**src/rta_pkg.sv**
```systemverilog
`default_nettype none

package rta_pkg;

    typedef enum logic [2:0] {
        FN_ADD_DIRECT  = 3'd0,
        FN_ADD_VIA     = 3'd1,
        FN_REMOVE_DEST = 3'd2,
        FN_REMOVE_VIA  = 3'd3,
        FN_LOOKUP      = 3'd4
    } rta_func_t;

    localparam logic [1:0] ST_OK        = 2'd0;
    localparam logic [1:0] ST_NOT_FOUND = 2'd1;
    localparam logic [1:0] ST_FULL      = 2'd2;

    localparam logic [15:0] MAX_AGE_RESET = 16'd600;
    localparam logic [10:0] HANDLE_NONE   = 11'h7FF;

    typedef struct packed {
        logic [31:0] dest;
        logic [31:0] hop;
        logic        direct;
        logic [10:0] handle;
        logic [7:0]  metric;
        logic [31:0] stamp;
    } rta_entry_t;

    // compare results for one table entry
    typedef struct packed {
        logic dest_eq;
        logic hop_eq;
        logic stale;
    } rta_match_t;

    typedef enum logic [4:0] {
        S_IDLE = 5'b00001,
        S_READ = 5'b00010,
        S_EVAL = 5'b00100,
        S_COPY = 5'b01000,
        S_DONE = 5'b10000
    } rta_state_t;

endpackage

`default_nettype wire

```
**src/rta_match.sv**
```systemverilog
`default_nettype none

module rta_match (
    input  wire rta_pkg::rta_entry_t entry,
    input  wire logic [31:0]       node,
    input  wire logic [31:0]       cmp_hop,
    input  wire logic [31:0]       now,
    input  wire logic [15:0]       max_age,
    output rta_pkg::rta_match_t    result
);

    logic [31:0] age;

    // age wraps modulo 2^32
    assign age = now - entry.stamp;

    assign result.dest_eq = (entry.dest == node);
    assign result.hop_eq  = (entry.hop == cmp_hop);
    assign result.stale   = !entry.direct && (age > {16'd0, max_age});

endmodule

`default_nettype wire

```
**config.mk**
```make
export PLATFORM = sky130hd
export DESIGN_NAME = rta_match
export DESIGN_NICKNAME = d
export VERILOG_FILES = /design/src/rta_pkg.sv /design/src/rta_match.sv
export SDC_FILE = /design/constraint.sdc
export NUM_CORES = 1
export LEC_CHECK = 0
export BUFFER_PORTS_ARGS = -buffer_cell sky130_fd_sc_hd__buf_2
export CAP_MARGIN = 0
export CORE_UTILIZATION = 40
export DETAILED_ROUTE_END_ITERATION = 16
export GPL_TIMING_DRIVEN = 0
export PLACE_DENSITY_LB_ADDON = 0.1
export SLEW_MARGIN = 20
export SYNTH_ARGS = -nofsm -noshare
export SYNTH_HDL_FRONTEND = slang
export SYNTH_SLANG_ARGS = --single-unit
```
**constraint.sdc**
```tcl
create_clock -name vclk -period 8
set_input_delay 1.6 -clock vclk [all_inputs]
set_output_delay 1.6 -clock vclk [all_outputs]
set_load 0.01 [all_outputs]
```
==> out/qor.log <==
[timing] final worst hold slack 3440 ps
[final_layout] final core utilization 0.580
[clocking] hold bufs inserted after CTS 0
[critical_path] logic depth of the worst setup path including buffers 17
[detailed_routing] total length of routed wires 10100 um
[placement] Setup Slack @ Placement 812 ps
[floorplanning] number of placement rows 31
[synth] Synth Net Count 717
[grt] pin count of the biggest net entering global routing 10
[critical_path] standard cell with the maximum stage delay on the critical path sky130_fd_sc_hd__or4_1
[critical_path] Buffers & Inverters on Critical Path 2
[critical_path] kind of launch point of the worst setup path input port
[timing] slack of the critical path 814 ps
[job] maximum capacitance violations 0
[grt] GR Util All Layers 0.245
[critical_path] element type at the critical path end output port
[critical_path] CP cell instances buf_2 > ha_1 > fa_1 > nand2b_1 > a21o_1 > a21o_1 > a211oi_1 > nor2_1 > xnor2_1 > ha_1 > nand4_1 > nor4_1 > a21oi_1 > or4_1 > nor4_2 > a41oi_1 > buf_2
[detailed_routing] detailed-route via count 3820
[clocking] Post-CTS Setup Inserts 0
[critical_path] Critical Path Max Stage Delay 550 ps
[timing] RSZ-0062 raised after global routing false
[final_layout] Layout Area Growth over Synthesis 38.9%
[power_and_ir_drop] share of total power in combinational logic 1.000
[final_layout] clock buf count 0
[floorplanning] die height 89.3 um
[final_layout] most frequent standard cell in the layout excluding fill and tap cells sky130_fd_sc_hd__buf_2
[critical_path] Critical Setup Path Class input port to output port
[timing] number of setup violations in the final report 0
[synth] Gate Count Post-Synth 441
[timing] Slew HR 0.564
[grt] first-pass GRT wire length 15400 um
[clocking] cts repair resizes 0
[final_layout] number of sequential cells 0
[timing] Setup TNS Final 0 ps
[power_and_ir_drop] Int Power 0.136 mW
[placement] placer congestion estimate 0.881
[synth] sequential fraction of the synthesis area 0
[placement] area post-placement 4230 um^2
[critical_path] WP data arrival 5590 ps
[final_layout] Design Area, Final 4230 um^2
[timing] final critical path time including I/O delays and setup 7190 ps
[critical_path] gate family responsible for the most delay along the worst path simple AND/OR/NAND/NOR gates
[power_and_ir_drop] sum of internal, switching and leakage power 0.290 mW
[detailed_routing] antenna-violating nets left 0
[timing] final count of hold timing violations 0
[power_and_ir_drop] proportion of power drawn by the clock network 0
[final_layout] antenna diode count 0
[power_and_ir_drop] peak supply drop 27.9 uV
[floorplanning] core region area 7290 um^2
[critical_path] required arrival time at the worst endpoint 6400 ps
[power_and_ir_drop] switching share of total power 0.530
[detailed_routing] First-pass DRT Iterations 5
[final_layout] non-filler instance count after layout 752
[synth] post-synthesis instance area 3050 um^2
[placement] number of input and output port buffers inserted 212
[final_layout] sequential cell area 0 um^2
[run_status] run status finished, final reports clean
[synth] post-synthesis cell type count 54
[placement] DP Cell Count 752
[detailed_routing] post-DR vias/cell 5.08
[power_and_ir_drop] static power due to leakage 2.36 nW
[detailed_routing] number of DRC markers in iteration 0 112
[final_layout] layout net count 931
[worst_hold_path] Cells on Worst Hold Path 3
[grt] number of antenna violations at the first check in global routing 1
[final_layout] # fillers 731
[worst_hold_path] min-delay worst type input port to output port
[synth] mean area per synthesized cell 6.91 um^2
[timing] fmax 0.139 GHz
[synth] warnings from Yosys 0
[floorplanning] floorplan die width 89.3 um
[final_layout] share of layout cells above drive strength 1 0.346
[timing] max-slew violation count 0
[timing] actual slew at the worst max-slew pin 648 ps
[critical_path] maximum fanout count along the critical path 3
[power_and_ir_drop] total power divided by cell area 68.4 nW/um^2
[grt] aggregate global routing overflow 0
[floorplanning] initial core utilization 0.418
[detailed_routing] detailed-route DRC error count 0
[power_and_ir_drop] Seq pwr share 0
[timing] share of the clock period used by the worst path after layout 0.898
[placement] half-perimeter wire length of the detailed placement result 9230 um
[floorplanning] I/O Pins 231
[power_and_ir_drop] net switching power 0.153 mW
[detailed_routing] per-cell routed wire length 13.4 um
[grt] via count of the first global-routing pass 3578
[floorplanning] die outline area 7970 um^2
[final_layout] most frequent cells in the layout sky130_fd_sc_hd__buf_2, sky130_fd_sc_hd__xor2_1, sky130_fd_sc_hd__inv_1
-- worst paths after layout --
check	startpoint	to	slack (ps)
max	entry[0]	result[0]	810
min	entry[51]	result[0]	3440
-- cells in the mapped netlist, drive strengths merged (3+ instances only) --
| library cell | instances | area [um^2] |
|---|---|---|
| xor2 | 78 | 683 |
| inv | 55 | 206 |
| ha | 47 | 588 |
| a21oi | 41 | 209 |
| nand2 | 29 | 109 |
| nor2 | 28 | 105 |
| o21ai | 21 | 109 |
| nor4 | 19 | 125 |
| a21o | 16 | 121 |
| nand3 | 9 | 45.0 |
| nand4 | 9 | 56.3 |
| xnor2 | 9 | 78.8 |
| nor3 | 7 | 40.0 |
| a211oi | 6 | 55.1 |
| nand2b | 6 | 37.5 |
| and2 | 5 | 31.3 |
| o21a | 5 | 37.5 |
| clkbuf | 4 | 15.0 |
| o211ai | 4 | 30.0 |
| a41oi | 3 | 26.3 |
| and4 | 3 | 26.3 |
| buf | 3 | 17.5 |
| nor3b | 3 | 22.5 |
| o21bai | 3 | 22.5 |
| o31ai | 3 | 22.5 |
-- area by class of cell --
cell class | instances | area (um^2) | area share
timing repair buffer | 212 | 1060 | 0.251
buffer | 7 | 32.5 | 0.00769
tap | 99 | 124 | 0.0293
multi-input combinational | 379 | 2810 | 0.664
inverter | 55 | 206 | 0.0488
-- worst min-delay path, delay by kind of cell --
kind	cells	cell delay, ps
buffers and inverters	2	210
AOI/OAI and AO/OA	1	30
-- power groups by stage --
stage / clock, mW / sequential [mW] / combinational (mW)
floorplan: 0 / 0 / 0.187
global placement: 0 / 0 / 0.282
detailed placement: 0 / 0 / 0.288
CTS: 0 / 0 / 0.290
global route: 0 / 0 / 0.326
finish: 0 / 0 / 0.290
-- layer usage --
layer / global-route usage / part of all wire / vias to the layer above
li1: - / - / 1992
met1: 0.294 / 0.44 / 1654
met2: 0.466 / 0.48 / 156
met3: 0.0323 / 0.071 / 16
met4: 0.0404 / 0.016 / 2
met5: 0 / 0.0012 / -
-- kinds of logic after synthesis --
logic type	count (synthesis)	share of synthesized area
buf+inv	62	0.0784
compound gates	120	0.261
xor+xnor	87	0.250
simple gates	122	0.205
fa+ha+maj	48	0.200
mux	2	0.00657
Note: power is estimated with default switching activity, not from simulation.
